==> src/hdl/ecif_pkg.sv <==
package ecif_pkg;

    // Widest address fields over the whole parameter range.
    localparam int RF_AW_MAX  = 15;
    localparam int TBL_AW_MAX = 18;

    // Host protocol codes.
    localparam logic [7:0]  CMD_REG_ACCESS = 8'h88;
    localparam logic [15:0] CMD_WRITE_FLAG = 16'h8000;
    localparam logic [7:0]  ID_CHIP_HIGH   = 8'h20;
    localparam logic [7:0]  ID_CHIP_LOW    = 8'h21;
    localparam logic [7:0]  ID_UNKNOWN     = 8'hff;
    localparam logic [15:0] CHIP_ID_RESET  = 16'h8528;

    // Table window register ranges.
    localparam logic [14:0] WIN_LOW_FIRST  = 15'h056;
    localparam logic [14:0] WIN_LOW_LAST   = 15'h05e;
    localparam logic [14:0] WIN_HIGH_FIRST = 15'h060;
    localparam logic [14:0] WIN_HIGH_LAST  = 15'h062;

    // LED set and clear registers.
    localparam logic [14:0] LED_LOCATE_SET  = 15'h158;
    localparam logic [14:0] LED_LOCATE_CLR  = 15'h159;
    localparam logic [14:0] LED_PRESENT_SET = 15'h15a;
    localparam logic [14:0] LED_PRESENT_CLR = 15'h15b;
    localparam logic [14:0] LED_ERROR_SET   = 15'h15c;
    localparam logic [14:0] LED_ERROR_CLR   = 15'h15d;
    localparam logic [14:0] LED_ACTIVE_SET  = 15'h15f;
    localparam logic [14:0] LED_ACTIVE_CLR  = 15'h157;

    typedef enum logic [1:0] {
        KIND_READ,
        KIND_WRITE,
        KIND_LOAD_RF,
        KIND_LOAD_TBL
    } t_kind;

    typedef enum logic [1:0] {
        PORT_ID_INDEX,
        PORT_ID_DATA,
        PORT_CMD,
        PORT_DATA
    } t_port;

    typedef enum logic [1:0] {
        PH_IDLE,
        PH_ADDR_HIGH,
        PH_ADDR_LOW,
        PH_WRITE
    } t_phase;

    // Where the output byte currently lives.
    typedef enum logic [1:0] {
        OB_HELD,
        OB_RF,
        OB_TBL
    } t_ob_src;

    typedef enum logic [1:0] {
        ROLE_HIGH,
        ROLE_LOW,
        ROLE_DATA
    } t_role;

    typedef struct packed {
        logic       hit;
        logic [1:0] win;
        t_role      role;
    } t_win;

    // Memory requests from the controller to the storage.
    typedef struct packed {
        logic                  rf_we;
        logic [RF_AW_MAX-1:0]  rf_waddr;
        logic [7:0]            rf_wdata;
        logic                  rf_re;
        logic [RF_AW_MAX-1:0]  rf_raddr;
        logic                  tbl_we;
        logic [TBL_AW_MAX-1:0] tbl_waddr;
        logic [7:0]            tbl_wdata;
        logic                  tbl_re;
        logic [TBL_AW_MAX-1:0] tbl_raddr;
    } t_mem_req;

    typedef struct packed {
        logic [7:0]  read_data;
        logic [31:0] present;
        logic [31:0] active;
        logic [31:0] error;
        logic [31:0] locate;
    } t_result;

    // Decode a register address into table window and role.
    function automatic t_win win_decode(input logic [14:0] reg_addr);
        t_win        w;
        logic [14:0] d;
        w = '{hit: 1'b0, win: 2'd0, role: ROLE_HIGH};
        d = '0;
        if (reg_addr >= WIN_LOW_FIRST && reg_addr <= WIN_LOW_LAST) begin
            d     = reg_addr - WIN_LOW_FIRST;
            w.hit = 1'b1;
            case (d[3:0])
                4'd0: begin w.win = 2'd0; w.role = ROLE_HIGH; end
                4'd1: begin w.win = 2'd0; w.role = ROLE_LOW;  end
                4'd2: begin w.win = 2'd0; w.role = ROLE_DATA; end
                4'd3: begin w.win = 2'd1; w.role = ROLE_HIGH; end
                4'd4: begin w.win = 2'd1; w.role = ROLE_LOW;  end
                4'd5: begin w.win = 2'd1; w.role = ROLE_DATA; end
                4'd6: begin w.win = 2'd2; w.role = ROLE_HIGH; end
                4'd7: begin w.win = 2'd2; w.role = ROLE_LOW;  end
                4'd8: begin w.win = 2'd2; w.role = ROLE_DATA; end
                default: w.hit = 1'b0;
            endcase
        end else if (reg_addr >= WIN_HIGH_FIRST && reg_addr <= WIN_HIGH_LAST) begin
            d     = reg_addr - WIN_HIGH_FIRST;
            w.hit = 1'b1;
            w.win = 2'd3;
            case (d[1:0])
                2'd0:    w.role = ROLE_HIGH;
                2'd1:    w.role = ROLE_LOW;
                default: w.role = ROLE_DATA;
            endcase
        end
        return w;
    endfunction

endpackage

==> src/hdl/ecif_ctrl.sv <==
module ecif_ctrl
    import ecif_pkg::*;
#(
    parameter int REGISTER_FILE_BYTES = 1792,
    parameter int TABLE_BYTES         = 512,
    parameter int DISK_COUNT          = 32
) (
    input  logic        i_clk,
    input  logic        i_rst_n,
    input  logic        i_fire,
    input  t_kind       i_kind,
    input  t_port       i_port,
    input  logic [10:0] i_address,
    input  logic [7:0]  i_data_byte,
    input  logic [15:0] i_chip_id,
    input  logic [7:0]  i_rf_rdata,
    input  logic [7:0]  i_tbl_rdata,
    output t_mem_req    o_mem_req,
    output t_result     o_result
);

    localparam int TBL_DEPTH = 4 * TABLE_BYTES;

    // Architectural state.
    logic [7:0]  r_id_index, n_id_index;
    t_phase      r_phase, n_phase;
    logic        r_output_full, n_output_full;
    logic [7:0]  r_output_byte, n_output_byte;
    t_ob_src     r_ob_src, n_ob_src;
    logic [15:0] r_cmd_word, n_cmd_word;
    logic [15:0] r_offsets [4];
    logic [15:0] n_offsets [4];
    logic [31:0] r_present, n_present;
    logic [31:0] r_active, n_active;
    logic [31:0] r_error, n_error;
    logic [31:0] r_locate, n_locate;

    // Decode helpers.
    logic [7:0]  ob_eff;
    logic [15:0] word;
    logic [14:0] acc_reg;
    t_win        win;
    logic [15:0] off;
    logic        reg_ok;
    logic        off_ok;
    logic        disk_ok;
    logic [31:0] tbl_idx;
    logic [31:0] led_bit;
    logic [7:0]  rd;
    t_mem_req    req;

    // The output byte may still sit in a memory read register.
    always_comb begin
        case (r_ob_src)
            OB_RF:   ob_eff = i_rf_rdata;
            OB_TBL:  ob_eff = i_tbl_rdata;
            OB_HELD: ob_eff = r_output_byte;
            default: ob_eff = r_output_byte;
        endcase
    end

    // Register targeted by the current data byte.
    assign word    = r_cmd_word | {8'h00, i_data_byte};
    assign acc_reg = (r_phase == PH_WRITE) ? r_cmd_word[14:0] : word[14:0];
    assign win     = win_decode(acc_reg);
    assign off     = r_offsets[win.win];
    assign reg_ok  = 32'(acc_reg) < 32'(REGISTER_FILE_BYTES);
    assign off_ok  = 32'(off) < 32'(TABLE_BYTES);
    assign tbl_idx = 32'(win.win) * 32'(TABLE_BYTES) + 32'(off);
    assign disk_ok = 32'(i_data_byte) < 32'(DISK_COUNT);
    assign led_bit = 32'(1) << i_data_byte[4:0];

    // Next state, memory requests and the result.
    always_comb begin
        n_id_index    = r_id_index;
        n_phase       = r_phase;
        n_output_full = r_output_full;
        n_output_byte = r_output_byte;
        n_ob_src      = r_ob_src;
        n_cmd_word    = r_cmd_word;
        n_offsets     = r_offsets;
        n_present     = r_present;
        n_active      = r_active;
        n_error       = r_error;
        n_locate      = r_locate;
        rd            = '0;
        req           = '0;
        if (i_fire) begin
            case (i_kind)
                KIND_READ: begin
                    case (i_port)
                        PORT_ID_INDEX: rd = r_id_index;
                        PORT_ID_DATA: begin
                            if (r_id_index == ID_CHIP_HIGH) begin
                                rd = i_chip_id[15:8];
                            end else if (r_id_index == ID_CHIP_LOW) begin
                                rd = i_chip_id[7:0];
                            end else begin
                                rd = ID_UNKNOWN;
                            end
                        end
                        PORT_CMD: rd = {7'd0, r_output_full};
                        PORT_DATA: begin
                            rd            = ob_eff;
                            n_output_byte = '0;
                            n_ob_src      = OB_HELD;
                            n_output_full = 1'b0;
                        end
                        default: rd = '0;
                    endcase
                end
                KIND_WRITE: begin
                    case (i_port)
                        PORT_ID_INDEX: n_id_index = i_data_byte;
                        PORT_CMD: begin
                            if (i_data_byte == CMD_REG_ACCESS) begin
                                n_phase = PH_ADDR_HIGH;
                            end
                        end
                        PORT_DATA: begin
                            case (r_phase)
                                PH_ADDR_HIGH: begin
                                    n_cmd_word = {i_data_byte, 8'h00};
                                    n_phase    = PH_ADDR_LOW;
                                end
                                PH_ADDR_LOW: begin
                                    if ((word & CMD_WRITE_FLAG) != '0) begin
                                        n_cmd_word = word & ~CMD_WRITE_FLAG;
                                        n_phase    = PH_WRITE;
                                    end else begin
                                        n_cmd_word    = word;
                                        n_output_full = 1'b1;
                                        n_phase       = PH_IDLE;
                                        n_output_byte = '0;
                                        n_ob_src      = OB_HELD;
                                        if (reg_ok) begin
                                            if (win.hit && win.role == ROLE_DATA) begin
                                                if (off_ok) begin
                                                    req.tbl_re    = 1'b1;
                                                    req.tbl_raddr = tbl_idx[TBL_AW_MAX-1:0];
                                                    n_ob_src      = OB_TBL;
                                                end
                                            end else begin
                                                req.rf_re    = 1'b1;
                                                req.rf_raddr = acc_reg;
                                                n_ob_src     = OB_RF;
                                            end
                                        end
                                    end
                                end
                                PH_WRITE: begin
                                    n_phase = PH_IDLE;
                                    if (reg_ok) begin
                                        if (win.hit && win.role == ROLE_HIGH) begin
                                            n_offsets[win.win] = {i_data_byte, 8'h00};
                                        end else if (win.hit && win.role == ROLE_LOW) begin
                                            n_offsets[win.win] = off | {8'h00, i_data_byte};
                                        end
                                        req.rf_we    = 1'b1;
                                        req.rf_waddr = acc_reg;
                                        req.rf_wdata = i_data_byte;
                                        if (disk_ok) begin
                                            case (acc_reg)
                                                LED_PRESENT_SET: n_present = r_present | led_bit;
                                                LED_PRESENT_CLR: n_present = r_present & ~led_bit;
                                                LED_ERROR_SET:   n_error   = r_error | led_bit;
                                                LED_ERROR_CLR:   n_error   = r_error & ~led_bit;
                                                LED_LOCATE_SET:  n_locate  = r_locate | led_bit;
                                                LED_LOCATE_CLR:  n_locate  = r_locate & ~led_bit;
                                                LED_ACTIVE_SET:  n_active  = r_active | led_bit;
                                                LED_ACTIVE_CLR:  n_active  = r_active & ~led_bit;
                                                default: ;
                                            endcase
                                        end
                                    end
                                end
                                default: ;
                            endcase
                        end
                        default: ;
                    endcase
                end
                KIND_LOAD_RF: begin
                    if (32'(i_address) < 32'(REGISTER_FILE_BYTES)) begin
                        req.rf_we    = 1'b1;
                        req.rf_waddr = RF_AW_MAX'(i_address);
                        req.rf_wdata = i_data_byte;
                    end
                end
                KIND_LOAD_TBL: begin
                    if (32'(i_address) < 32'(TBL_DEPTH)) begin
                        req.tbl_we    = 1'b1;
                        req.tbl_waddr = TBL_AW_MAX'(i_address);
                        req.tbl_wdata = i_data_byte;
                    end
                end
                default: ;
            endcase
        end
    end

    // State registers.
    always_ff @(posedge i_clk) begin
        if (!i_rst_n) begin
            r_id_index    <= '0;
            r_phase       <= PH_IDLE;
            r_output_full <= 1'b0;
            r_output_byte <= '0;
            r_ob_src      <= OB_HELD;
            r_cmd_word    <= '0;
            r_offsets     <= '{default: '0};
            r_present     <= '0;
            r_active      <= '0;
            r_error       <= '0;
            r_locate      <= '0;
        end else begin
            r_id_index    <= n_id_index;
            r_phase       <= n_phase;
            r_output_full <= n_output_full;
            r_output_byte <= n_output_byte;
            r_ob_src      <= n_ob_src;
            r_cmd_word    <= n_cmd_word;
            r_offsets     <= n_offsets;
            r_present     <= n_present;
            r_active      <= n_active;
            r_error       <= n_error;
            r_locate      <= n_locate;
        end
    end

    assign o_mem_req          = req;
    assign o_result.read_data = rd;
    assign o_result.present   = n_present;
    assign o_result.active    = n_active;
    assign o_result.error     = n_error;
    assign o_result.locate    = n_locate;

endmodule

==> config.mk <==
export PLATFORM = sky130hd
export DESIGN_NAME = ecif_ctrl
export DESIGN_NICKNAME = d
export VERILOG_FILES = /design/src/hdl/ecif_pkg.sv /design/src/hdl/ecif_ctrl.sv
export SDC_FILE = /design/constraint.sdc
export NUM_CORES = 1
export LEC_CHECK = 0
export ABC_AREA = 1
export BUFFER_PORTS_ARGS = -buffer_cell sky130_fd_sc_hd__buf_4
export CAP_MARGIN = 10
export CORE_AREA = 2 2 166 168
export DETAILED_ROUTE_END_ITERATION = 8
export DIE_AREA = 0 0 168 170
export PLACE_DENSITY = 0.73
export SLEW_MARGIN = 20
export SYNTH_ARGS = -nofsm -noshare
export SYNTH_HDL_FRONTEND = slang
export SYNTH_SLANG_ARGS = --single-unit
==> constraint.sdc <==
create_clock -name i_clk -period 4.05 [get_ports i_clk]
set_input_delay 0.2025 -clock i_clk [delete_from_list [all_inputs] [get_ports i_clk]]
set_output_delay 0.2025 -clock i_clk [all_outputs]
set_load 0.02 [all_outputs]
==> results of run 1 <==
==> cells by family (layout without fill, tap and decap cells) <==
group,Yosys count,after routing,synth area share (%)
and+or+nand+nor,858,858,30.5
adders and majority gates,13,13,1.43
buffers and inverters,308,545,10.8
AOI/OAI and AO/OA,445,445,20.1
other,1,21,0.0315
DFF,221,221,37.2
==> power by group <==
group          switching [mW]  total, mW  internal, mW
clock network           0.898       2.23          1.33
logic                   0.319      0.457         0.138
registers             0.00226       2.18          2.18
==> critical path: stages, from the launching register on <==
cell	delay, ns
dfxtp_2	0.35
ha_4	0.20
inv_6	0.10
nand2_1	0.06
nand2_1	0.10
ha_1	0.17
a21boi_2	0.17
nand3_2	0.10
nand2_2	0.12
nand2_1	0.07
nor2_2	0.16
nand2_2	0.11
nand2_4	0.10
nand2_4	0.10
clkinv_8	0.07
nand2_1	0.04
nand2_1	0.08
inv_1	0.06
ha_1	0.19
inv_1	0.07
fa_1	0.43
nor2_2	0.12
buf_4	0.14
==> area by class of cell <==
class,count,area [um2],area share (%)
repair buffers,298,2270,15.1
multi-input cells,1337,6330,42.0
clock inverters,10,119,0.789
flip-flops and latches,221,4430,29.4
well taps,341,427,2.83
inverters,205,795,5.27
clock buffers,32,691,4.58
==> worst paths after layout <==
check,start,end,slack (ns),cells after the start
setup / recovery,r_phase[0],o_mem_req[10],0.21,22
hold / removal,i_data_byte[5],r_cmd_word[5],0.02,3
setup reg to reg,r_phase[0],r_offsets[36],0.82,19
hold reg to reg,r_offsets[18],r_offsets[18],0.46,2
==> registers in the layout, indices dropped and copies added (netlist names) <==
name / count
r_locate: 32
r_error: 32
r_cmd_word: 16
r_phase: 2
r_ob_src: 2
r_output_full: 1
r_id_index: 8
r_present: 32
r_offsets: 64
r_active: 32
==> cell usage after synthesis, types with 9 or more instances <==
| master | count |
|---|---|
| a21oi_1 | 244 |
| buf_2 | 11 |
| buf_4 | 24 |
| clkbuf_1 | 60 |
| dfxtp_1 | 221 |
| ha_1 | 12 |
| inv_1 | 186 |
| inv_2 | 12 |
| nand2_1 | 507 |
| nand2_2 | 18 |
| nand3_1 | 67 |
| nand4_1 | 15 |
| nor2_1 | 199 |
| nor2_2 | 9 |
| nor3_1 | 12 |
| o21ai_0 | 142 |
| o31ai_1 | 16 |
==> timing repair <==
action | in CTS | in global routing
setup endpoints to repair | 5 | 13
pin swaps | 0 | 8
hold buffers | 2 | 0
hold endpoints to repair | 2 | 0
gates resized for setup | 5 | 16
setup buffers | 0 | 13
==> through the flow <==
| step | TNS, ns | power [mW] | instances | util [%] |
|---|---|---|---|---|
| 2_1_floorplan | 0 | 2.52 | 1866 | - |
| 3_3_place_gp | 0 | 2.65 | 2387 | 52.8 |
| 3_5_place_dp | 0 | 2.65 | 2387 | 52.8 |
| 4_1_cts | 0 | 4.86 | 2431 | 56.0 |
| 5_1_grt | -0.0283 | 5.02 | 2444 | 56.5 |
| 6_report | 0 | 4.86 | 2444 | 56.5 |
==> metal layers <==
metal	track usage, %	wire, um	vias to the layer above
li1	-	-	6401
met1	35.8	17300	6083
met2	48.1	19500	589
met3	4.98	3610	82
met4	9.41	1220	0
met5	0	0	-
==> reports/metrics.csv, run 1 <==
stage,metric,value,unit
run_status,outcome,finished clean,
worst_setup_path,worst_ep_arrival_time,3.63,ns
worst_setup_path,cp.required,3.85,ns
worst_setup_path,worst_setup_path_start_kind,flop,
synth,postSynth.topFlopCell,dfxtp_1,
finish,drive_gt1_share,20.0,%
sta,relSlewSlack,47.7,%
finish,num-fill-cells,2628,
worst_setup_path,crit_type,reg2out,
sta,hold_viol,0,
synth,synthArstFlopShare,0,%
power_and_ir_drop,leakagePower,7.03,nW
synth,synth_area,0.0119,mm2
sta,setup_viol,0,
sta,min_period,3.84,ns
clock_network,numCtsBuffers,24,
clock_network,path_clk_slew,0.06,ns
finish,nNetsFinal,2158,
global_routing,overflow,0,
worst_setup_path,worst-path-max-fanout,10,
sta,setup_ws,0.215,ns
detailed_routing,ant_nets,0,
global_routing,antenna_found_initial,0,
placement,gp_congestion,0.923,
detailed_routing,first_pass_iters,8,
clock_network,cts_tree,done,
finish,area_growth_syn_to_layout,26.5,%
sta,final-max-slew-violation-count,0,
power_and_ir_drop,ir_worst_vdd,248,uV
synth,synth_largest_area_cell,dfxtp_1,
detailed_routing,vias_per_cell,5.38,
sta,worst_hold_slack,0.0191,ns
sta,fin_crit_sh,94.7,%
detailed_routing,dr_total_vias,13200,
finish,final_common_cell,nand2_1,
sta,finalClockSkew,0.0161,ns
placement,io_buffer_count,258,
floorplanning,core_area,0.0267,mm2
clock_network,clkLatencyLatePin,0.52,ns
floorplanning,start_util,44.7,%
synth,ys_types,45,
finish,mostFrequentLayoutCells,"nand2_1 (503), buf_4 (292), a21oi_1 (244)",
synth,ys_ff_latch,221,
global_routing,grt_pass1_vias,12400,
floorplanning,rows,60,
floorplanning,die_h,170,um
clock_network,cts.sinks,221,
synth,synth_edf_count,0,
floorplanning,num_io_pins,280,
floorplanning,die_w,168,um
synth,yosysWarningCount,0,
clock_network,htree_levels,1,
detailed_routing,drc,0,
hold_path,hold_path.class,in2reg,
synth,synth_top_area_share,37.2,%
finish,final_cell_area,0.0151,mm2
run,cap_violations,0,
detailed_routing,drt_iter0_markers,1288,
placement,dp_hpwl,29900,um
detailed_routing,post_drt_wl_per_cell,17.0,um
sta,worstMarginPinSlew,0.782,ns
sta,max_freq,261,MHz
placement,place_area,0.0141,mm2
synth,synth_area_per_cell,6.45,um2
synth,seq_area_frac_synth,37.2,%
placement,dp_slack,0.306,ns
clock_network,cts-root-buf,clkbuf_16,
floorplanning,die_area,0.0286,mm2
clock_network,clock_path_buffers,3,
power_and_ir_drop,p_per_area,323,mW/mm2
synth,synth.area.top_cells,"dfxtp_1 (37%), nand2_1 (16%), a21oi_1 (10%), nor2_1 (6.3%), o21ai_0 (6.0%)",
synth,syn_inst,1846,
detailed_routing,routed_wl,41600,um
finish,diodes,0,
global_routing,grt_max_degree,109,
global_routing,grt_use_total,28.1,%
global_routing,grt_pass1_wl,64700,um
worst_setup_path,critPathCaptureType,output pin,
Note: power is estimated with default switching activity, not from simulation.
==> run 2: changes to the inputs <==
==> constraint.sdc (replaced) <==
create_clock -name i_clk -period 4.05 [get_ports i_clk]
set_input_delay 0.405 -clock i_clk [delete_from_list [all_inputs] [get_ports i_clk]]
set_output_delay 0.405 -clock i_clk [all_outputs]
set_load 0.02 [all_outputs]
==> reports/metrics.csv, run 2 (same netlist as run 1, synthesis figures left out) <==
stage,metric,value,unit,change
worst_setup_path,worst_setup_path_start_kind,flop,,unchanged
sta,tns,0,ns,unchanged
hold_path,min_to,r_cmd_word[6],,was r_cmd_word[5]
finish,area_growth_syn_to_layout,27.5,%,was 26.5%
run_status,outcome,finished clean,,unchanged
placement,io_buffer_count,258,,unchanged
finish,final_cell_count_no_fill,2455,,"was 2,444"
worst_setup_path,reg2reg_from,r_phase[0],,unchanged
global_routing,grt_pass1_vias,12000,,"was 12,400"
finish,largest_register_ff_count,64,,unchanged
hold_path,hold_depth,3,,unchanged
floorplanning,num_io_pins,280,,unchanged
finish,mostFrequentLayoutCells,"nand2_1 (502), buf_4 (301), a21oi_1 (242)",,"was nand2_1 (503), buf_4 (292), a21oi_1 (244)"
worst_setup_path,cp_common_cell,nand2_1,,unchanged
worst_setup_path,crit_type,reg2out,,unchanged
sta,max_freq,256,MHz,was 261 MHz
power_and_ir_drop,p_per_area,325,mW/mm2,was 323 mW/mm2
worst_setup_path,cp_slowest_cell,fa_1,,unchanged
worst_setup_path,crit_family,simple AND/OR/NAND/NOR gates,,unchanged
floorplanning,start_util,44.7,%,unchanged
finish,final_cell_area,0.0152,mm2,was 0.0151 mm2
clock_network,path_clk_slew,0.06,ns,about the same
global_routing,overflow,0,,unchanged
finish,nNetsFinal,2167,,"was 2,158"
floorplanning,rows,60,,unchanged
sta,final-max-slew-violation-count,0,,unchanged
sta,hold_viol,0,,unchanged
worst_setup_path,critPathMaxStageDelay,0.41,ns,was 0.43 ns
clock_network,cts.sinks,221,,unchanged
clock_network,numCtsBuffers,25,,was 24
power_and_ir_drop,comb_power_share,9.6,%,was 9.4%
detailed_routing,post_drt_wl_per_cell,17.2,um,was 17.0 um
worst_setup_path,worst_ep_arrival_time,3.51,ns,was 3.63 ns
sta,relSlewSlack,41.1,%,was 47.7%
worst_setup_path,cp.buffers_inverters,5,,unchanged
worst_setup_path,cp_cell_sequence,ha_4 > inv_8 > nand2_1 > nand2_2 > ha_2 > a21boi_2 > nand3_2 > nand2_2 > nand2_1 > nor2_2 > nand2_2 > nand2_4 > nand2_8 > inv_8 > nand2_1 > nand2_1 > inv_1 > ha_1 > inv_1 > fa_1 > nor2_2 > buf_6,,was ha_4 > inv_6 > nand2_1 > nand2_1 > ha_1 > a21boi_2 > nand3_2 > nand2_2 > nand2_1 > nor2_2 > nand2_2 > nand2_4 > nand2_4 > clkinv_8 > nand2_1 > nand2_1 > inv_1 > ha_1 > inv_1 > fa_1 > nor2_2 > buf_4
power_and_ir_drop,internal_power,3.68,mW,was 3.64 mW
worst_setup_path,timing.rr.end,r_offsets[36],,unchanged
finish,drive_gt1_share,20.8,%,was 20.0%
detailed_routing,vias_per_cell,5.39,,was 5.38
worst_setup_path,cp.required,3.64,ns,was 3.85 ns
power_and_ir_drop,swShare,25.4,%,was 25.1%
worst_setup_path,rr_worst_depth,19,,unchanged
worst_setup_path,ff2ff_setup_slack,0.85,ns,was 0.82 ns
placement,dp_hpwl,30000,um,"was 29,900 um"
finish,diodes,0,,unchanged
run,cap_violations,0,,unchanged
floorplanning,die_w,168,um,unchanged
clock_network,clock_path_buffers,3,,unchanged
detailed_routing,drc,0,,unchanged
power_and_ir_drop,leakagePower,7.08,nW,was 7.03 nW
detailed_routing,first_pass_iters,8,,unchanged
global_routing,grt_use_total,27.7,%,was 28.1%
clock_network,cts-root-buf,clkbuf_16,,unchanged
sta,worstMarginPinSlew,0.884,ns,was 0.782 ns
power_and_ir_drop,ir_worst_vdd,266,uV,was 248 uV
hold_path,hp-start,i_data_byte[6],,was i_data_byte[5]
detailed_routing,routed_wl,42100,um,"was 41,600 um"
detailed_routing,ant_nets,0,,unchanged
clock_network,clkLatencyLatePin,0.53,ns,was 0.52 ns
power_and_ir_drop,seqPwrFrac,44.1,%,was 44.8%
global_routing,antenna_found_initial,1,,was 0
finish,final_common_cell,nand2_1,,unchanged
floorplanning,die_h,170,um,unchanged
clock_network,cts_tree,done,,unchanged
power_and_ir_drop,p_clk_share,46.2,%,was 45.8%
sta,setup_viol,0,,unchanged
floorplanning,core_area,0.0267,mm2,unchanged
detailed_routing,dr_total_vias,13200,,about the same
placement,place_area,0.0140,mm2,was 0.0141 mm2
floorplanning,die_area,0.0286,mm2,unchanged
power_and_ir_drop,p_sw,1.25,mW,was 1.22 mW
placement,gp_congestion,0.908,,was 0.923
global_routing,grt_max_degree,113,,was 109
sta,finalClockSkew,0.0152,ns,was 0.0161 ns
finish,largest-register,r_offsets,,unchanged
sta,fin_crit_sh,96.6,%,was 94.7%
detailed_routing,drt_iter0_markers,1215,,"was 1,288"
finish,postLayoutCoreUtil,57.0,%,was 56.5%
worst_setup_path,worst-path-max-fanout,8,,was 10
worst_setup_path,critPathCaptureType,output pin,,unchanged
hold_path,hold_path.class,in2reg,,unchanged
placement,dp.cells,2386,,"was 2,387"
global_routing,grt_pass1_wl,63200,um,"was 64,700 um"
sta,min_period,3.91,ns,was 3.84 ns
clock_network,htree_levels,1,,unchanged
[run 2: changes by cell type in the layout (fill, tap and decap cells not counted), sizes merged]
cell and delta:
clkbuf +4, clkinv -2, clkinvlp +1, dlygate4sd3 -2, buf +10
[run 2: power groups by stage]
stage	registers [mW]	clock network, mW	logic (mW)
after detailed placement	2.23	0	0.422
after floorplan	2.23	0	0.291
after global routing	2.18	2.39	0.512
after global placement	2.23	0	0.418
after CTS	2.18	2.30	0.443
final	2.18	2.28	0.474
[run 2: final cells by class]
cell class	count	area (um2)
tap	341	427
timing repair buffer	306	2340
clock inverter	9	104
multi-input combinational	1337	6380
fill	2569	11500
sequential	221	4430
inverter	205	792
clock buffer	36	717
[run 2: worst max-delay path by stage]
stage / startpoint / endpoint / slack (ns) / depth (start not counted)
6_report: r_phase[1] / o_mem_req[10] / 0.14 / 22
3_5_place_dp: r_phase[0] / o_mem_req[10] / 0.27 / 22
2_1_floorplan: r_phase[0] / o_mem_req[10] / 0.39 / 21
3_3_place_gp: r_phase[0] / o_mem_req[10] / 0.31 / 22
5_1_grt: r_phase[1] / o_mem_req[10] / -0.03 / 22
4_1_cts: r_phase[1] / o_mem_req[10] / 0.03 / 21
[run 2: worst reg2reg max path: stages, from the launching register on]
cell and delay [ns]:
dfxtp_4 0.37, ha_4 0.17, inv_8 0.05, buf_4 0.13, nand2_2 0.08, nand3_2 0.12, inv_2 0.08, nand2_1 0.08
o21bai_1 0.23, nand2_4 0.14, nand2_4 0.14, buf_4 0.12, nand2_2 0.06, inv_2 0.07, nand3_4 0.15, nor2_4 0.37
inv_2 0.24, nor2_4 0.28, nand2_1 0.10, a21oi_1 0.12
[run 2: stage by stage]
step           setup slack (ns)  power (mW)  hold WS (ns)
3_5_place_dp              0.273        2.65         0.453
5_1_grt                 -0.0274        5.08         0.200
2_1_floorplan             0.386        2.52         0.432
3_3_place_gp              0.307        2.64         0.449
4_1_cts                  0.0287        4.92         0.187
6_report                  0.137        4.93         0.202
[run 2: what timing repair did]
action / CTS / global route
setup endpoints to repair: 5 / 13
hold buffers: 0 / 0
resized for setup: 15 / 21
setup buffers: 11 / 13
pin swaps: 5 / 13
[run 2: per-layer routing]
metal	vias to the layer above	global-route usage (%)	wire length, um
met5	-	0	19
met4	2	11.6	1630
met3	117	6.02	3900
met2	640	46.1	19400
met1	6048	34.9	17200
li1	6420	-	-
